**config.mk**
```make
export PLATFORM = sky130hd
export DESIGN_NAME = escape_rle_byte_decoder_top_flat
export DESIGN_NICKNAME = d
export VERILOG_FILES = /design/src/rtl/core/erle_pkg.sv /design/src/rtl/core/erle_ifs.sv /design/src/rtl/core/erle_ctrl.sv /design/src/rtl/core/erle_dp.sv /design/src/rtl/core/escape_rle_byte_decoder_top.sv /design/src/flat_wrapper.sv
export SDC_FILE = /design/constraint.sdc
export NUM_CORES = 1
export LEC_CHECK = 0
export BUFFER_PORTS_ARGS = -buffer_cell sky130_fd_sc_hd__buf_2
export CELL_PAD_IN_SITES_DETAIL_PLACEMENT = 1
export CELL_PAD_IN_SITES_GLOBAL_PLACEMENT = 1
export CORE_ASPECT_RATIO = 0.8
export CORE_MARGIN = 2
export CORE_UTILIZATION = 45
export DETAILED_ROUTE_END_ITERATION = 8
export PLACE_DENSITY = 0.85
export SLEW_MARGIN = 20
export SYNTH_ARGS = -nofsm -noshare
export SYNTH_HDL_FRONTEND = slang
export SYNTH_SLANG_ARGS = --single-unit
```
**constraint.sdc**
```tcl
create_clock -name clk -period 14.1 [get_ports clk]
set_clock_uncertainty 0.1 [all_clocks]
set_input_delay 2.82 -clock clk [delete_from_list [all_inputs] [get_ports clk]]
set_output_delay 2.82 -clock clk [all_outputs]
set_load 0.01 [all_outputs]
```
**src/rtl/core/erle_pkg.sv**
```systemverilog
// ----------------------------------------------------------------------------
// erle_pkg
// Shared types and constants of the escape-coded run-length byte decoder.
// ----------------------------------------------------------------------------
package erle_pkg;

  localparam int BYTES_PER_RESULT = 4;
  localparam int LEN_W            = 17;
  localparam int CNT_W            = 3;

  localparam logic [7:0]       ESCAPE_BYTE      = 8'hED;
  localparam logic [LEN_W-1:0] BLOCK_LEN_RESET  = 17'd16384;
  localparam logic [CNT_W-1:0] LANES_FULL       = 3'(BYTES_PER_RESULT);

  // escape phases
  localparam logic [1:0] PH_IDLE  = 2'd0;
  localparam logic [1:0] PH_ONE   = 2'd1;
  localparam logic [1:0] PH_COUNT = 2'd2;
  localparam logic [1:0] PH_VALUE = 2'd3;

  typedef logic [BYTES_PER_RESULT-1:0][7:0] lanes_t;

  typedef struct packed {
    lanes_t           out_bytes;
    logic [CNT_W-1:0] byte_count;
    logic             last_of_run;
    logic             block_done;
  } result_t;

  // controller to datapath
  typedef struct packed {
    logic accept;
    logic step;
  } erle_cmd_t;

  // datapath to controller
  typedef struct packed {
    logic slot_free;
    logic more;
  } erle_sts_t;

endpackage

```
**src/rtl/core/erle_ifs.sv**
```systemverilog
// ----------------------------------------------------------------------------
// erle channel interfaces
// Compressed byte request channel and packed result channel.
// ----------------------------------------------------------------------------
interface erle_in_if;
  logic       valid;
  logic       ready;
  logic [7:0] in_byte;
  logic       first_of_block;

  modport source (output valid, in_byte, first_of_block, input ready);
  modport sink   (input valid, in_byte, first_of_block, output ready);
endinterface

interface erle_out_if;
  import erle_pkg::*;
  logic             valid;
  logic             ready;
  logic [7:0]       out_byte0;
  logic [7:0]       out_byte1;
  logic [7:0]       out_byte2;
  logic [7:0]       out_byte3;
  logic [CNT_W-1:0] byte_count;
  logic             last_of_run;
  logic             block_done;

  modport source (output valid, out_byte0, out_byte1, out_byte2, out_byte3,
                  byte_count, last_of_run, block_done, input ready);
  modport sink   (input valid, out_byte0, out_byte1, out_byte2, out_byte3,
                  byte_count, last_of_run, block_done, output ready);
endinterface

```
**src/rtl/core/erle_ctrl.sv**
```systemverilog
// ----------------------------------------------------------------------------
// erle_ctrl
// Controller: takes requests while no run is draining, steps run results.
// ----------------------------------------------------------------------------
module erle_ctrl (
  input  logic                clk,
  input  logic                rst,
  input  logic                in_valid,
  output logic                in_ready,
  input  erle_pkg::erle_sts_t sts,
  output erle_pkg::erle_cmd_t cmd
);
  import erle_pkg::*;

  localparam logic ST_IDLE = 1'b0;
  localparam logic ST_RUN  = 1'b1;

  logic state;
  logic state_next;

  assign in_ready   = (state == ST_IDLE) && sts.slot_free;
  assign cmd.accept = in_valid && in_ready;
  assign cmd.step   = (state == ST_RUN) && sts.slot_free;

  always_comb begin
    state_next = state;
    unique case (state)
      ST_IDLE: begin
        if (cmd.accept && sts.more) state_next = ST_RUN;
      end
      ST_RUN: begin
        if (cmd.step && !sts.more) state_next = ST_IDLE;
      end
      default: state_next = ST_IDLE;
    endcase
  end

  always_ff @(posedge clk) begin
    if (rst) state <= ST_IDLE;
    else     state <= state_next;
  end

`ifndef NO_ASSERTIONS
  // a run keeps the input closed until its last result is loaded
  a_run_blocks: assert property (@(posedge clk) disable iff (rst)
    (state == ST_RUN) |-> !in_ready)
    else $error("request taken while a run drains");
  a_run_exit: assert property (@(posedge clk) disable iff (rst)
    (state == ST_RUN && cmd.step && !sts.more) |=> (state == ST_IDLE))
    else $error("controller stayed in run after last result");
  a_enter_run: assert property (@(posedge clk) disable iff (rst)
    (cmd.accept && sts.more) |=> (state == ST_RUN))
    else $error("long run did not enter run state");
`endif

endmodule

```
**src/rtl/core/erle_dp.sv**
```systemverilog
// ----------------------------------------------------------------------------
// erle_dp
// Datapath: escape state, block position, run count and the result register.
// ----------------------------------------------------------------------------
module erle_dp (
  input  logic                              clk,
  input  logic                              rst,
  input  logic                              cfg_we,
  input  logic [erle_pkg::LEN_W-1:0]        cfg_data,
  input  logic [7:0]                        in_byte,
  input  logic                              first_of_block,
  input  erle_pkg::erle_cmd_t               cmd,
  output erle_pkg::erle_sts_t               sts,
  output logic                              out_valid,
  input  logic                              out_ready,
  output erle_pkg::result_t                 res
);
  import erle_pkg::*;

  logic [LEN_W-1:0] block_length;
  logic [1:0]       phase;
  logic [7:0]       run_len;
  logic [LEN_W-1:0] pos;
  logic [7:0]       rem;
  logic [7:0]       rest_byte;

  logic [1:0]       phase_cur, phase_next;
  logic [7:0]       run_cur, run_next;
  logic [LEN_W-1:0] pos_cur;
  logic [7:0]       n_item, head_item, n_clamp;
  logic [LEN_W-1:0] avail;
  logic [7:0]       src_n, src_rest;
  logic [LEN_W-1:0] src_pos, new_pos;
  logic [CNT_W-1:0] lanes;
  logic [7:0]       rem_after;
  logic             load;
  lanes_t           bytes_next;

  assign phase_cur = first_of_block ? PH_IDLE : phase;
  assign run_cur   = first_of_block ? 8'd0 : run_len;
  assign pos_cur   = first_of_block ? '0 : pos;

  always_comb begin
    phase_next = phase_cur;
    run_next   = run_cur;
    n_item     = 8'd0;
    head_item  = in_byte;
    unique case (phase_cur)
      PH_IDLE: begin
        if (in_byte == ESCAPE_BYTE) phase_next = PH_ONE;
        else                        n_item     = 8'd1;
      end
      PH_ONE: begin
        if (in_byte == ESCAPE_BYTE) begin
          phase_next = PH_COUNT;
        end else begin
          n_item     = 8'd2;
          head_item  = ESCAPE_BYTE;
          phase_next = PH_IDLE;
        end
      end
      PH_COUNT: begin
        run_next   = in_byte;
        phase_next = PH_VALUE;
      end
      PH_VALUE: begin
        n_item     = run_cur;
        run_next   = 8'd0;
        phase_next = PH_IDLE;
      end
      default: phase_next = PH_IDLE;
    endcase
  end

  // room left in the block, bytes past it are dropped
  assign avail   = (pos_cur < block_length) ? block_length - pos_cur : '0;
  assign n_clamp = ({{(LEN_W-8){1'b0}}, n_item} > avail) ? avail[7:0] : n_item;

  // one chunk generator serves the first result and the run results
  assign src_n    = cmd.accept ? n_clamp : rem;
  assign src_rest = cmd.accept ? in_byte : rest_byte;
  assign src_pos  = cmd.accept ? pos_cur : pos;
  assign lanes    = (src_n >= 8'(BYTES_PER_RESULT)) ? LANES_FULL : src_n[CNT_W-1:0];
  assign new_pos  = src_pos + LEN_W'(lanes);
  assign rem_after = src_n - 8'(lanes);
  assign load     = (cmd.accept && (n_clamp != 8'd0)) || cmd.step;

  always_comb begin
    for (int j = 0; j < BYTES_PER_RESULT; j++) begin
      if (j >= int'(lanes))            bytes_next[j] = 8'd0;
      else if (j == 0 && cmd.accept)   bytes_next[j] = head_item;
      else                             bytes_next[j] = src_rest;
    end
  end

  assign sts.slot_free = !out_valid || out_ready;
  assign sts.more      = (rem_after != 8'd0);

  always_ff @(posedge clk) begin
    if (rst) begin
      block_length <= BLOCK_LEN_RESET;
      phase        <= PH_IDLE;
      run_len      <= 8'd0;
      pos          <= '0;
      rem          <= 8'd0;
      out_valid    <= 1'b0;
    end else begin
      if (cfg_we) block_length <= cfg_data;
      if (cmd.accept) begin
        phase <= phase_next;
        run_len <= run_next;
        pos     <= (n_clamp != 8'd0) ? new_pos : pos_cur;
        rem     <= (n_clamp != 8'd0) ? rem_after : 8'd0;
      end else if (cmd.step) begin
        pos <= new_pos;
        rem <= rem_after;
      end
      if (load)           out_valid <= 1'b1;
      else if (out_ready) out_valid <= 1'b0;
    end
  end

  always_ff @(posedge clk) begin
    if (cmd.accept) rest_byte <= in_byte;
    if (load) begin
      res.out_bytes   <= bytes_next;
      res.byte_count  <= lanes;
      res.last_of_run <= (rem_after == 8'd0);
      res.block_done  <= (new_pos >= block_length);
    end
  end

`ifndef NO_ASSERTIONS
  a_count_range: assert property (@(posedge clk) disable iff (rst)
    out_valid |-> (res.byte_count != 3'd0 && res.byte_count <= LANES_FULL))
    else $error("result lane count out of range");
  a_more_pending: assert property (@(posedge clk) disable iff (rst)
    (out_valid && !res.last_of_run) |-> (rem != 8'd0))
    else $error("non-final result without pending bytes");
  a_idle_on_accept: assert property (@(posedge clk) disable iff (rst)
    cmd.accept |-> (rem == 8'd0))
    else $error("request taken before run drained");
  a_unused_lane: assert property (@(posedge clk) disable iff (rst)
    (out_valid && res.byte_count < LANES_FULL) |->
      (res.out_bytes[BYTES_PER_RESULT-1] == 8'd0))
    else $error("unused lane not cleared");
`endif

endmodule

```
**src/rtl/core/escape_rle_byte_decoder_top.sv**
```systemverilog
// ----------------------------------------------------------------------------
// escape_rle_byte_decoder_top
// Escape-coded run-length byte decoder with packed four-byte results.
// ----------------------------------------------------------------------------
// Usage:
//   stream : compressed byte requests (in_byte, first_of_block), valid/ready.
//   result : up to four decoded bytes per result with byte_count,
//            last_of_run and block_done, valid/ready.
//   cfg_we / cfg_data : block_length, written while the decoder is idle.
// A request that yields bytes shows its first result in the cycle after it is
// taken. Literals and short escapes run at one request per cycle while the
// result side keeps up. A run of n bytes gives ceil(n/4) results, one per
// cycle while the result side keeps up; the input stays closed until the last
// one is loaded into the result register. Escape prefixes and count bytes
// give no result. Reset clears the escape state, position, run count and
// result valid flag and sets block_length to 16384. A stalled result holds
// its register and, through it, closes the input.
// ----------------------------------------------------------------------------
module escape_rle_byte_decoder_top (
  input  logic                       clk,
  input  logic                       rst,
  input  logic                       cfg_we,
  input  logic [erle_pkg::LEN_W-1:0] cfg_data,
  erle_in_if.sink                    stream,
  erle_out_if.source                 result
);
  import erle_pkg::*;

  erle_cmd_t cmd;
  erle_sts_t sts;
  result_t   res;

  erle_ctrl u_ctrl (
    .clk      (clk),
    .rst      (rst),
    .in_valid (stream.valid),
    .in_ready (stream.ready),
    .sts      (sts),
    .cmd      (cmd)
  );

  erle_dp u_dp (
    .clk            (clk),
    .rst            (rst),
    .cfg_we         (cfg_we),
    .cfg_data       (cfg_data),
    .in_byte        (stream.in_byte),
    .first_of_block (stream.first_of_block),
    .cmd            (cmd),
    .sts            (sts),
    .out_valid      (result.valid),
    .out_ready      (result.ready),
    .res            (res)
  );

  assign result.out_byte0   = res.out_bytes[0];
  assign result.out_byte1   = res.out_bytes[1];
  assign result.out_byte2   = res.out_bytes[2];
  assign result.out_byte3   = res.out_bytes[3];
  assign result.byte_count  = res.byte_count;
  assign result.last_of_run = res.last_of_run;
  assign result.block_done  = res.block_done;

endmodule

```
**src/flat_wrapper.sv**
```systemverilog
// flat-port wrapper written by rule: the top's interface ports become plain ports
module escape_rle_byte_decoder_top_flat import erle_pkg::*;
  (clk, rst, cfg_we, cfg_data, stream_valid, stream_in_byte, stream_first_of_block, stream_ready, result_valid, result_out_byte0, result_out_byte1, result_out_byte2, result_out_byte3, result_byte_count, result_last_of_run, result_block_done, result_ready);
  erle_in_if stream_i ();
  erle_out_if result_i ();
  input  logic clk;
  input  logic rst;
  input  logic cfg_we;
  input  logic [erle_pkg::LEN_W-1:0] cfg_data;
  input wire logic [$bits(stream_i.valid)-1:0] stream_valid;
  input wire logic [$bits(stream_i.in_byte)-1:0] stream_in_byte;
  input wire logic [$bits(stream_i.first_of_block)-1:0] stream_first_of_block;
  output wire logic [$bits(stream_i.ready)-1:0] stream_ready;
  output wire logic [$bits(result_i.valid)-1:0] result_valid;
  output wire logic [$bits(result_i.out_byte0)-1:0] result_out_byte0;
  output wire logic [$bits(result_i.out_byte1)-1:0] result_out_byte1;
  output wire logic [$bits(result_i.out_byte2)-1:0] result_out_byte2;
  output wire logic [$bits(result_i.out_byte3)-1:0] result_out_byte3;
  output wire logic [$bits(result_i.byte_count)-1:0] result_byte_count;
  output wire logic [$bits(result_i.last_of_run)-1:0] result_last_of_run;
  output wire logic [$bits(result_i.block_done)-1:0] result_block_done;
  input wire logic [$bits(result_i.ready)-1:0] result_ready;
  assign stream_i.valid = stream_valid;
  assign stream_i.in_byte = stream_in_byte;
  assign stream_i.first_of_block = stream_first_of_block;
  assign stream_ready = stream_i.ready;
  assign result_valid = result_i.valid;
  assign result_out_byte0 = result_i.out_byte0;
  assign result_out_byte1 = result_i.out_byte1;
  assign result_out_byte2 = result_i.out_byte2;
  assign result_out_byte3 = result_i.out_byte3;
  assign result_byte_count = result_i.byte_count;
  assign result_last_of_run = result_i.last_of_run;
  assign result_block_done = result_i.block_done;
  assign result_i.ready = result_ready;
  escape_rle_byte_decoder_top u_core (.clk(clk), .rst(rst), .cfg_we(cfg_we), .cfg_data(cfg_data), .stream(stream_i), .result(result_i));
endmodule
```
==> impl.org, run 1 <==
** GRT
- Across every metal layer, demand over resource in global routing totals 26.7%.
- The via count of the first global-routing pass is 5759.
- Initial antenna violation count :: 0
- The total overflow left after global routing is 0.
- Wire length of the first global-routing pass :: 30.8 mm
- Largest net degree at the start of global routing :: 54

** Clock network
- Clk pin slew, worst setup/hold paths :: 0.08 ns
- Clock tree root buffer cell :: sky130_fd_sc_hd__clkbuf_16
- Once the clock tree was built, the resizer swapped 0 gates to a different size.
- The H-tree was split into 3 levels.
- TritonCTS clock tree :: yes
- Count of hold-fix buffers inserted at cts :: 0
- For the worst-skew pair, the clock arrives at the later sink with an insertion delay of 0.35 ns.
- Setup bufs post-CTS :: 0
- TritonCTS buffer count :: 9
- Counting along the longest clock path gives a buffer depth of 2.
- For this design, the sink count on the clock tree is 99.

** Timing
- Post-layout min period :: 11.91 ns
- Actual slew at the worst max-slew pin :: 0.895 ns
- After routing, the total negative slack on setup checks comes to 0 ns.
- Based on the critical path, the design can be clocked at up to 84.0 MHz.
- In this run the tightest slew margin relative to its limit is 40.1%.
- The final-report hold violation count is 0.
- Setup repair after global routing left no endpoint under its margin.
- Setup violation total in the final timing report :: 0
- The final critical path takes up 84.5% of the cycle.
- The final number of max-transition violations was 0.

** Place
- Final weighted congestion in routability-driven placement :: 0.901
- HPWL reported at the end of detailed placement :: 14.2 mm
- The count of buffers added on input and output ports is 69.

** Finish
- After the last flow step, the layout net total stands at 856.
- Area taken by flip-flops and latches :: 0.00235 mm^2
- Multi-input gate area :: 0.00360 mm^2
- The number of antenna diodes in the final layout is 0.
- Leaving out fill and tap cells, the most frequent cells in the layout are sky130_fd_sc_hd__nor2_1 (102), sky130_fd_sc_hd__nand2_1 (69), sky130_fd_sc_hd__buf_2 (69).
- The post-route netlist has 14.3% of its cells at a drive strength greater than 1.
- At the end of the flow the core is filled with cells to 52.3%.
- The layout has 1619 filler cells.
- The library cell used most frequently in the layout, excluding fill and tap cells, is sky130_fd_sc_hd__nor2_1.
- The area growth from synthesis to layout is 13.6%.

** Worst setup path
- On the worst path, the slowest cell contributes a delay of 0.60 ns.
- Data arrival time at the worst-slack endpoint :: 11.90 ns
- Along the worst path, the maximum fanout reaches 20.
- For this design, the slowest cell found on the critical path is sky130_fd_sc_hd__or4_4.
- The critical path is of the in2reg type.
- Type of element launching the critical path :: input pin
- By instance count, the cell type seen most on the critical path is sky130_fd_sc_hd__ha_1.
- STA classifies the critical path endpoint as a flop.
- Data required time of the critical path :: 14.09 ns

** Yosys
- In this run, distinct cell masters in the synthesized netlist total 80.
- Dominant register cell in the synthesized netlist :: sky130_fd_sc_hd__dfxtp_1
- Proportion of netlist area held by the largest area contributor :: 19.9%
- Counting flops and latches in the post-synthesis netlist gives 99.
- Post-Synthesis Cell Area :: 0.00623 mm^2
- Fraction of the yosys area taken by sequential cells :: 37.7%
- Leading area contributor after synthesis :: sky130_fd_sc_hd__dfxtp_1
- Syn Nets :: 795
- EDFF count, synth :: 37
- Synthesis produced 715 cells.
- Synthesized area per cell :: 8.72 um^2
- After synthesis, the share of flip-flops with an asynchronous set or reset is 0%.
- Count of synthesis-stage warnings from yosys :: 0
- Leading post-synthesis cells by cell area :: sky130_fd_sc_hd__dfxtp_1 (20%), sky130_fd_sc_hd__edfxtp_1 (18%), sky130_fd_sc_hd__ha_1 (9.4%)

** Detailed routing
- Wire length reported by the detailed router :: 19.2 mm
- Dividing the detail-routed wire length by the instance count gives 20.0 um.
- Across all layers, the routed design uses 5709 vias.
- Detailed Routing Iterations Pass 1 :: 6
- Detailed router's first-iteration violation count :: 466
- Number of design rule violations left after detail routing :: 0
- Using the TritonRoute via totals, the vias-per-cell ratio works out to 5.94.
- Number of nets still failing antenna checks after routing :: 0

** Floorplanning
- The die is 109 um tall.
- Number of top-level design ports :: 70
- The die covers 0.0148 mm^2.
- The core region is 0.0136 mm^2.
- For this configuration, the core starts out at a cell density of 46.0%.
- Die Wd :: 136 um
- The floorplan has 38 rows.

** Pwr
- Total Power Consumption :: 979 uW
- IR analysis of the VDD net gives a maximum drop of 0.0000987 V.
- Pwr/cell area :: 138 mW/mm^2
- Summed over all cells, the static leakage comes to 2.98 nW.

** Worst hold path
- The tightest min-delay check is of the reg2reg type.

** Flow run
- Max-cap violation count :: 0

** Outcome
- The flow ran to the end, and the final reports show no timing, DRC or antenna violations.
-- critical path: cells and delay by family --
family	cells	cell delay (ns)
adder cells (fa/ha/maj)	5	1.55
AND/OR/NAND/NOR	18	4.32
XOR/XNOR	1	0.15
AO/OA/AOI/OAI	9	2.07
buffers and inverters	4	0.95
-- Yosys cell counts (3+ instances only) --
cell / count
sky130_fd_sc_hd__nor3_1: 12
sky130_fd_sc_hd__o21ai_0: 27
sky130_fd_sc_hd__xor2_1: 13
sky130_fd_sc_hd__and3_1: 11
sky130_fd_sc_hd__buf_2: 3
sky130_fd_sc_hd__a32oi_1: 4
sky130_fd_sc_hd__o221ai_1: 3
sky130_fd_sc_hd__and2_1: 10
sky130_fd_sc_hd__inv_1: 48
sky130_fd_sc_hd__nor2_1: 102
sky130_fd_sc_hd__a21o_1: 8
sky130_fd_sc_hd__edfxtp_1: 37
sky130_fd_sc_hd__a21oi_1: 38
sky130_fd_sc_hd__dfxtp_1: 62
sky130_fd_sc_hd__o211ai_1: 6
sky130_fd_sc_hd__ha_1: 47
sky130_fd_sc_hd__nand2_1: 69
sky130_fd_sc_hd__clkbuf_1: 20
sky130_fd_sc_hd__o21a_1: 4
sky130_fd_sc_hd__a211oi_1: 5
sky130_fd_sc_hd__a22oi_1: 29
sky130_fd_sc_hd__nand2b_1: 10
sky130_fd_sc_hd__o31ai_1: 5
sky130_fd_sc_hd__o22ai_1: 4
sky130_fd_sc_hd__xnor2_1: 11
sky130_fd_sc_hd__mux2i_1: 23
sky130_fd_sc_hd__o21ai_1: 5
sky130_fd_sc_hd__o311ai_0: 3
sky130_fd_sc_hd__nand3_1: 14
sky130_fd_sc_hd__or3_1: 4
sky130_fd_sc_hd__nor2b_1: 9
sky130_fd_sc_hd__nand4_1: 8
sky130_fd_sc_hd__a31oi_1: 5
-- flip-flops by register name, indices dropped and copies added, names as in the netlist, 2 cells and up --
register and count:
u_core.u_dp.res 37, u_core.u_dp.block_length 17, u_core.u_dp.pos 17, u_core.u_dp.rem 8, u_core.u_dp.rest_byte 8, u_core.u_dp.run_len 8, u_core.u_dp.phase 2
-- metrics by stage --
| step | setup WS (ns) | cells | hold WS [ns] | area [um^2] |
|---|---|---|---|---|
| finish | 2.19 | 961 | 0.407 | 7080 |
| global route | 1.39 | 961 | 0.426 | 7080 |
| CTS | 2.30 | 961 | 0.406 | 7080 |
| detailed placement | 1.99 | 945 | 0.385 | 6750 |
| global placement | 2.45 | 945 | 0.367 | 6750 |
| floorplan | 2.55 | 715 | 0.350 | 6230 |
-- kinds of logic (layout without fill, tap and decap cells) --
logic type | count (synthesis) | in the layout | synth area share, %
compound gates | 178 | 178 | 19.8
simple gates | 266 | 266 | 20.4
mux | 24 | 24 | 3.87
flops | 99 | 99 | 37.7
other cells | 1 | 1 | 0.0601
xor+xnor | 24 | 24 | 3.37
fa+ha+maj | 49 | 49 | 10.1
buf+inv | 74 | 140 | 4.64
-- worst paths after layout --
check | start | endpoint | slack [ns] | depth (start not counted)
worst max-delay path | stream_first_of_block | u_core.u_dp.res[0]$_DFFE_PP_ | 2.19 | 37
worst min register to register | u_core.u_dp.rem[0]$_SDFFE_PP0P_ | u_core.u_dp.rem[0]$_SDFFE_PP0P_ | 0.41 | 2
worst max register to register | u_core.u_dp.pos[13]$_SDFFE_PP0P_ | u_core.u_dp.res[0]$_DFFE_PP_ | 4.95 | 35
worst min-delay path | u_core.u_dp.rem[0]$_SDFFE_PP0P_ | u_core.u_dp.rem[0]$_SDFFE_PP0P_ | 0.41 | 2
-- final cells by class --
class | count | share of cell area (%)
multi-input combinational | 542 | 50.9
sequential | 99 | 33.2
timing repair buffer | 75 | 5.51
clock buffer | 9 | 3.18
tap | 180 | 3.18
inverter | 49 | 2.60
clock inverter | 7 | 1.45
-- per-layer routing --
metal | up-vias | GRT usage (%) | share of wire, % | routed length (um)
met3 | 24 | 5.76 | 5.4 | 1050
li1 | 2705 | - | - | -
met5 | - | 0 | 0 | 0
met1 | 2812 | 37.5 | 48 | 9160
met2 | 168 | 42.1 | 45 | 8720
met4 | 0 | 6.18 | 1.6 | 307
-- where the power goes --
group / internal, mW / switching [mW]
combinational: 0.116 / 0.214
sequential: 0.356 / 0.0204
clock: 0.144 / 0.129
total: 0.616 / 0.363
(Power assumes the default switching activity.)
==> inputs of run 2 (changes only) <==
==> constraint.sdc (replaced) <==
create_clock -name clk -period 12.35 [get_ports clk]
set_clock_uncertainty 0.1 [all_clocks]
set_input_delay 2.47 -clock clk [delete_from_list [all_inputs] [get_ports clk]]
set_output_delay 2.47 -clock clk [all_outputs]
set_load 0.01 [all_outputs]
==> run 2 against run 1 <==
Against the previous run: cell area decreased by 0.12%; register-to-register slack lost 1.6 ns; first-iteration DRC count decreased by 12%; non-clock buffer count up 1; largest cell class unchanged.
==> impl.org, run 2 (same netlist as run 1, synthesis figures left out) <==
** Finish
- Largest register FFs :: 37 (unchanged)
- The multi-input logic area was 0.00360 mm^2 (unchanged).
- The number of fill cells in the layout is 1640 (+1.3%).
- Number of inserted diodes :: 0 (unchanged)
- From synthesis to final layout, the design area changed by 13.4%.
- More flip-flops sit in one register than any other, and that register is u_core.u_dp.res.
- The library cell used most frequently in the layout, excluding fill and tap cells, is sky130_fd_sc_hd__nor2_1.
- In the final layout, the registers with the most flip-flops are u_core.u_dp.res: 37 flops, u_core.u_dp.block_length: 17 flops, u_core.u_dp.pos: 17 flops.
- Layout cell share with drive strength beyond 1 :: 14.5% (+0.11 points)
- The final design area excluding fillers came to 0.00707 mm^2 (-0.12%).
- The net count reported at finish came to 857 (+0.12%).
- The flip-flop and latch area is 0.00235 mm^2 (unchanged).
- In the layout the commonest cells are sky130_fd_sc_hd__nor2_1 (102), sky130_fd_sc_hd__nand2_1 (69), sky130_fd_sc_hd__buf_2 (69).

** Pwr
- Pwr/cell area :: 156 mW/mm^2 (+13%)
- The overall power consumption is 1.11 mW (+13%).
- Worst IR Drop VDD :: 0.000112 V (+14%)
- The static leakage was 2.97 nW (-0.11%).

** GRT
- The pin count of the biggest net entering global routing is 54 (unchanged).
- Total routing usage reported by global routing :: 26.7% (+0.030 points)
- The via count of the first global-routing pass came to 5782 (+0.40%).
- Initial antenna violation count :: 0 (unchanged)
- The first-pass GRT wire length came to 30.9 mm (+0.56%).
- The overall overflow remaining after global route is 0 (unchanged).

** Detailed routing
- Detailed router's first-iteration violation count :: 410 (-12%)
- The number of nets with antenna violations after detailed routing came to 0 (unchanged).
- Routed WL per cell :: 19.9 um (-0.58%)
- Number of vias per cell after detailed routing :: 5.91 (-0.59%)
- The aggregate routed wire length was 19.1 mm (-0.48%).
- Detailed Routing Iterations Pass 1 :: 5 (-1)
- The remaining design rule violation count came to 0 (unchanged).
- Vias :: 5681 (-0.49%)

** Clock network
- The root buffer cell chosen for the clock tree is sky130_fd_sc_hd__clkbuf_16.
- The clock insertion delay at the later pin of the skew report was 0.36 ns (about the same).
- The post-CTS clock slew at the launch and capture registers of the worst setup and hold paths came to 0.08 ns (about the same).
- Maximum clock insertion buffer count :: 2 (unchanged)
- Resize count post-CTS :: 0 (unchanged)
- Maximum level of the CTS H-tree :: 3 (unchanged)
- The TritonCTS buffer count came to 9 (unchanged).
- The count of buffers added by post-CTS timing repair for setup is 0 (unchanged).
- The number of buffers inserted for hold repair after clock tree synthesis is 0 (unchanged).
- Clock Sinks :: 99 (unchanged)
- TritonCTS built the clock tree.

** Floorplanning
- Die Outline Area :: 0.0148 mm^2 (unchanged)
- The chip width is 136 um (unchanged).
- The area of the core is 0.0136 mm^2 (unchanged).
- Row count :: 38 (unchanged)
- The starting density of the core came to 46.0% (unchanged).
- The number of primary I/O pins came to 70 (unchanged).
- Die Ht :: 109 um (unchanged)

** Worst setup path
- Data arrival time at the worst-slack endpoint :: 11.24 ns (-0.66 ns)
- The biggest cell delay along the critical path came to 0.58 ns (-0.02 ns).
- The highest fanout seen on the critical path was 15 (-25%).
- The critical path is of the in2reg type.
- Crit path top cell by count :: sky130_fd_sc_hd__ha_1
- Endpoint kind of the worst setup timing path :: flop
- Data required time of the critical path :: 12.34 ns (-1.75 ns)
- Type of element launching the critical path :: input pin
- Critical-path top delay cell :: sky130_fd_sc_hd__or4_4

** Timing
- Post-layout min period :: 11.24 ns
- Accumulated negative setup slack :: 0 ns (unchanged)
- Hold violation count in the final report :: 0 (unchanged)
- The relative max-transition margin was 37.7% (-2.4 points).
- The final number of max-transition violations is 0 (unchanged).
- Dividing the final minimum period by the clock period gives 91.0%.
- Unrepaired setup endpoints after global routing :: false
- Timing would allow up to 89.0 MHz.
- Actual slew at the worst max-slew pin :: 0.930 ns (+0.0353 ns)
- Setup violation total in the final timing report :: 0 (unchanged)

** Place
- The weighted congestion at the end of routability-driven global placement was 0.929 (+3.1%).
- The total of buffers placed on input and output ports was 69 (unchanged).
- Instance area at placement :: 0.00676 mm^2 (+0.11%)
- The placed wire-length estimate is 14.4 mm (+1.1%).

** Worst hold path
- The worst hold path belongs to the class reg2reg.

** Outcome
- Result of the run :: completed

** Flow run
- Max-cap violation count :: 0 (unchanged)
run 2: final timing paths:
kind                                                        from                               to  slack (ns)  depth (start not counted)
worst min register to register   u_core.u_dp.rem[0]$_SDFFE_PP0P_  u_core.u_dp.rem[0]$_SDFFE_PP0P_        0.40                          2
worst min-delay path             u_core.u_dp.rem[0]$_SDFFE_PP0P_  u_core.u_dp.rem[0]$_SDFFE_PP0P_        0.40                          2
worst max-delay path                       stream_first_of_block     u_core.u_dp.res[0]$_DFFE_PP_        1.11                         37
worst max register to register  u_core.u_dp.pos[13]$_SDFFE_PP0P_     u_core.u_dp.res[0]$_DFFE_PP_        3.39                         35
run 2: where the power goes:
part / internal [mW] / switching [mW] / leakage [nW] / total, mW
sequential: 0.407 / 0.0224 / 0.882 / 0.429
combinational: 0.133 / 0.245 / 1.94 / 0.377
clock: 0.146 / 0.152 / 0.151 / 0.299
run 2: worst max-delay path: cells and delay by family:
kind,cells,cell delay (ns)
AND/OR/NAND/NOR,19,4.14
AO/OA/AOI/OAI,8,2.11
adder cells (fa/ha/maj),5,1.50
buffers and inverters,4,0.83
XOR/XNOR,1,0.17
run 2: routing by layer:
layer,part of all wire [%],vias up,track usage (%)
li1,-,2699,-
met1,49,2849,38.2
met2,46,117,42.7
met3,4.2,16,4.65
met4,0.93,0,5.36
met5,0,-,0
run 2: cell type report:
| type | instances | share of cell area, % |
|---|---|---|
| Clock buffer | 9 | 3.18 |
| Inverter | 49 | 2.60 |
| Multi-Input combinational cell | 542 | 50.9 |
| Clock inverter | 7 | 1.22 |
| Sequential cell | 99 | 33.3 |
| Timing Repair Buffer | 76 | 5.63 |
| Tap cell | 180 | 3.18 |
run 2: per-stage QoR:
step                std cells  setup WS, ns  utilization, %  hold WS [ns]
global route              962         0.408            52.2         0.428
detailed placement        946         0.860            49.9         0.381
finish                    962          1.11            52.2         0.397
CTS                       962          1.19            52.2         0.404
floorplan                 715          1.15               -         0.350
global placement          946          1.11            49.8         0.368
==> inputs of run 3 (changes only) <==
--- a/config.mk
+++ b/config.mk
@@ -12,7 +12,7 @@
 export CORE_MARGIN = 2
 export CORE_UTILIZATION = 45
 export DETAILED_ROUTE_END_ITERATION = 8
-export PLACE_DENSITY = 0.85
+export PLACE_DENSITY_LB_ADDON = 0.08
 export SLEW_MARGIN = 20
 export SYNTH_ARGS = -nofsm -noshare
 export SYNTH_HDL_FRONTEND = slang
==> run 3 against run 2 <==
Against the previous run: global-route usage rose by 0.40 points; setup slack got worse by 0.018 ns; via count fell by 0.44%; die area did not move; sequential share of layout area rose by 0.053 points; clock power barely moved; clock-buffer cell count did not move; maximum frequency fell by 0.16%; combinational power fell by 2%; critical path type unchanged; highest routed layer unchanged.
==> impl.org, run 3 (same netlist as run 1, synthesis figures left out) <==
** Floorplanning
- Die Ht :: 109 um (unchanged)
- Floorplan core area :: 0.0136 mm^2 (unchanged)
- Die Wd :: 136 um (unchanged)
- The number of primary I/O pins was 70 (unchanged).
- Effective utilization at floorplan :: 46.0% (unchanged)
- Die Outline Area :: 0.0148 mm^2 (unchanged)
- Row count :: 38 (unchanged)

** GRT
- Overflow after GRT :: 0 (unchanged)
- Largest net degree at the start of global routing :: 55 (+1.9%)
- Via count of the first global-routing pass :: 5568 (-3.7%)
- Initial antenna violation count :: 0 (unchanged)
- Wire length of the first global-routing pass :: 30.8 mm (-0.40%)
- Total routing usage reported by global routing :: 27.1% (+0.40 points)

** Worst setup path
- Among the stages of the critical path, the cell type that occurs most often is sky130_fd_sc_hd__ha_1.
- The data required time of the worst path is 12.35 ns (about the same).
- The biggest cell delay along the critical path came to 0.57 ns (about the same).
- Buffers plus inverters on the worst setup path :: 4 (unchanged)
- Endpoint kind of the worst setup timing path :: flop
- In this run the critical register-to-register path is launched from u_core.u_dp.pos[14]$_SDFFE_PP0P_.
- The largest individual stage delay along the critical path comes from the cell sky130_fd_sc_hd__or4_4.
- Data arrival time at the worst-slack endpoint :: 11.26 ns (+0.02 ns)
- The critical path starts at stream_first_of_block.
- The setup path with the least slack is of type in2reg.
- In this design, the largest share of critical-path delay is due to simple AND/OR/NAND/NOR gates.
- STA classifies the critical path startpoint as an input pin.
- The highest fanout seen on the critical path came to 20 (+5).

** Pwr
- The power density over cell area is 155 mW/mm^2 (-0.93%).
- The static leakage came to 2.97 nW (-0.12%).
- Worst IR Drop VDD :: 0.000102 V (-8.7%)

** Finish
- Commonest cells after routing, fill and taps aside :: sky130_fd_sc_hd__nor2_1 (102), sky130_fd_sc_hd__nand2_1 (69), sky130_fd_sc_hd__buf_2 (69)
- Largest register by flop count :: u_core.u_dp.res
- Largest register FFs :: 37 (unchanged)
- Leading cell type in the layout, fill and taps excluded :: sky130_fd_sc_hd__nor2_1
- The share of final-layout standard cells stronger than drive strength 1 came to 14.2% (-0.24 points).
- Growth of design area from synthesis to finish :: 13.2%
- The net count reported at finish was 856 (-0.12%).
- The largest registers in the layout are u_core.u_dp.res: 37 flops, u_core.u_dp.block_length: 17 flops, u_core.u_dp.pos: 17 flops.
- The final antenna diode count was 0 (unchanged).

** Worst hold path
- Class of the tightest hold or removal check :: reg2reg
- Worst hold path startpoint :: u_core.u_dp.rem[0]$_SDFFE_PP0P_

** Timing
- The final hold slack is 0.399 ns (+0.00233 ns).
- Final Slew Violations :: 0 (unchanged)
- The final clock period utilization by the worst path is 91.2% (+0.15 points).
- Actual slew at the worst max-slew pin :: 0.807 ns (-0.123 ns)
- Accumulated negative setup slack :: 0 ns (unchanged)
- Unrepaired setup endpoints after global routing :: false
- The final-report hold violation count is 0 (unchanged).
- The highest clock frequency the design can meet came to 88.8 MHz (-0.16%).
- The total setup violations reported at the end of the flow is 0 (unchanged).
- Max-slew headroom at the worst pin :: 46.2% (+8.4 points)
- Post-layout min period :: 11.26 ns (+0.0182 ns)

** Clock network
- The count of buffers added by post-CTS timing repair for setup was 0 (unchanged).
- TritonCTS buffer count :: 9 (unchanged)
- Insertion delay of the later-clocked pin in the worst-skew pair :: 0.36 ns (about the same)
- The number of buffers inserted for hold repair after clock tree synthesis is 0 (unchanged).
- Clk pin slew, worst setup/hold paths :: 0.08 ns (about the same)
- TritonCTS clock tree :: yes
- Maximum clock insertion buffer count :: 2 (unchanged)
- The clock net sink count came to 99 (unchanged).
- Maximum level of the CTS H-tree :: 3 (unchanged)
- The number of gates resized after CTS is 0 (unchanged).
- The root buffer cell chosen for the clock tree is sky130_fd_sc_hd__clkbuf_16.

** Outcome
- The flow ran to the end, and the final reports show no timing, DRC or antenna violations.

** Detailed routing
- The number of nets with antenna violations after detailed routing was 0 (unchanged).
- Number of vias per cell after detailed routing :: 5.89 (-0.34%)
- Wire length reported by the detailed router :: 19.5 mm (+1.7%)
- The overall via count from detail_route was 5656 (-0.44%).
- Detailed router's first-iteration violation count :: 444 (+8.3%)
- The remaining design rule violation count was 0 (unchanged).
- The average wire per cell in the routed design is 20.3 um (+1.8%).
- Detailed Routing Iterations Pass 1 :: 5 (unchanged)

** Place
- Number of I/O port buffers :: 69 (unchanged)
- The weighted congestion at the end of routability-driven global placement came to 0.862 (-7.2%).
- The placed wire-length estimate was 14.8 mm (+2.9%).

** Flow run
- Max-cap violation count :: 0 (unchanged)
-- run 3: final cells by class --
cell class | instances | area (um^2)
fill | 1650 | 6490
multi-input combinational | 542 | 3590
sequential | 99 | 2350
timing repair buffer | 75 | 390
clock buffer | 9 | 225
tap | 180 | 225
inverter | 49 | 184
clock inverter | 7 | 88.8
-- run 3: worst paths after layout --
check | endpoint | slack [ns] | cells after the start
setup reg to reg | u_core.u_dp.res[0]$_DFFE_PP_ | 3.34 | 36
hold reg to reg | u_core.u_dp.rem[0]$_SDFFE_PP0P_ | 0.40 | 2
hold / removal | u_core.u_dp.rem[0]$_SDFFE_PP0P_ | 0.40 | 2
setup / recovery | u_core.u_dp.res[0]$_DFFE_PP_ | 1.09 | 38
-- run 3: worst register-to-register path, delay by kind of cell, from the launching register on --
kind	cells	cell delay, ns
and+or+nand+nor	18	4.06
AOI/OAI and AO/OA	10	2.19
adders and majority gates	5	1.47
DFF	1	0.50
buffers and inverters	2	0.26
xor gates and xnor gates	1	0.15
-- run 3: layer usage --
metal  global-route usage (%)  share of wire (%)  vias up
li1                         -                  -     2708
met1                     41.6                 50     2786
met2                     40.4                 44      148
met3                     3.67                5.3       14
met4                     5.58               0.87        0
met5                        0                  0        -
-- run 3: power by group --
part           internal [mW]  switching (mW)  total [mW]  leakage, nW
clock                  0.146           0.149       0.296        0.152
sequential             0.407          0.0230       0.430        0.882
combinational          0.132           0.236       0.368         1.93
-- run 3: per-stage QoR --
stage | total power [mW] | utilization [%] | instances | setup WS, ns | cell area (um^2)
2_1_floorplan | 0.677 | - | 715 | 1.15 | 6230
3_3_place_gp | 0.788 | 49.8 | 945 | 1.18 | 6750
3_5_place_dp | 0.800 | 49.8 | 945 | 0.874 | 6750
4_1_cts | 1.10 | 52.1 | 961 | 1.18 | 7060
5_1_grt | 1.15 | 52.1 | 961 | 0.429 | 7060
6_report | 1.09 | 52.1 | 961 | 1.09 | 7060
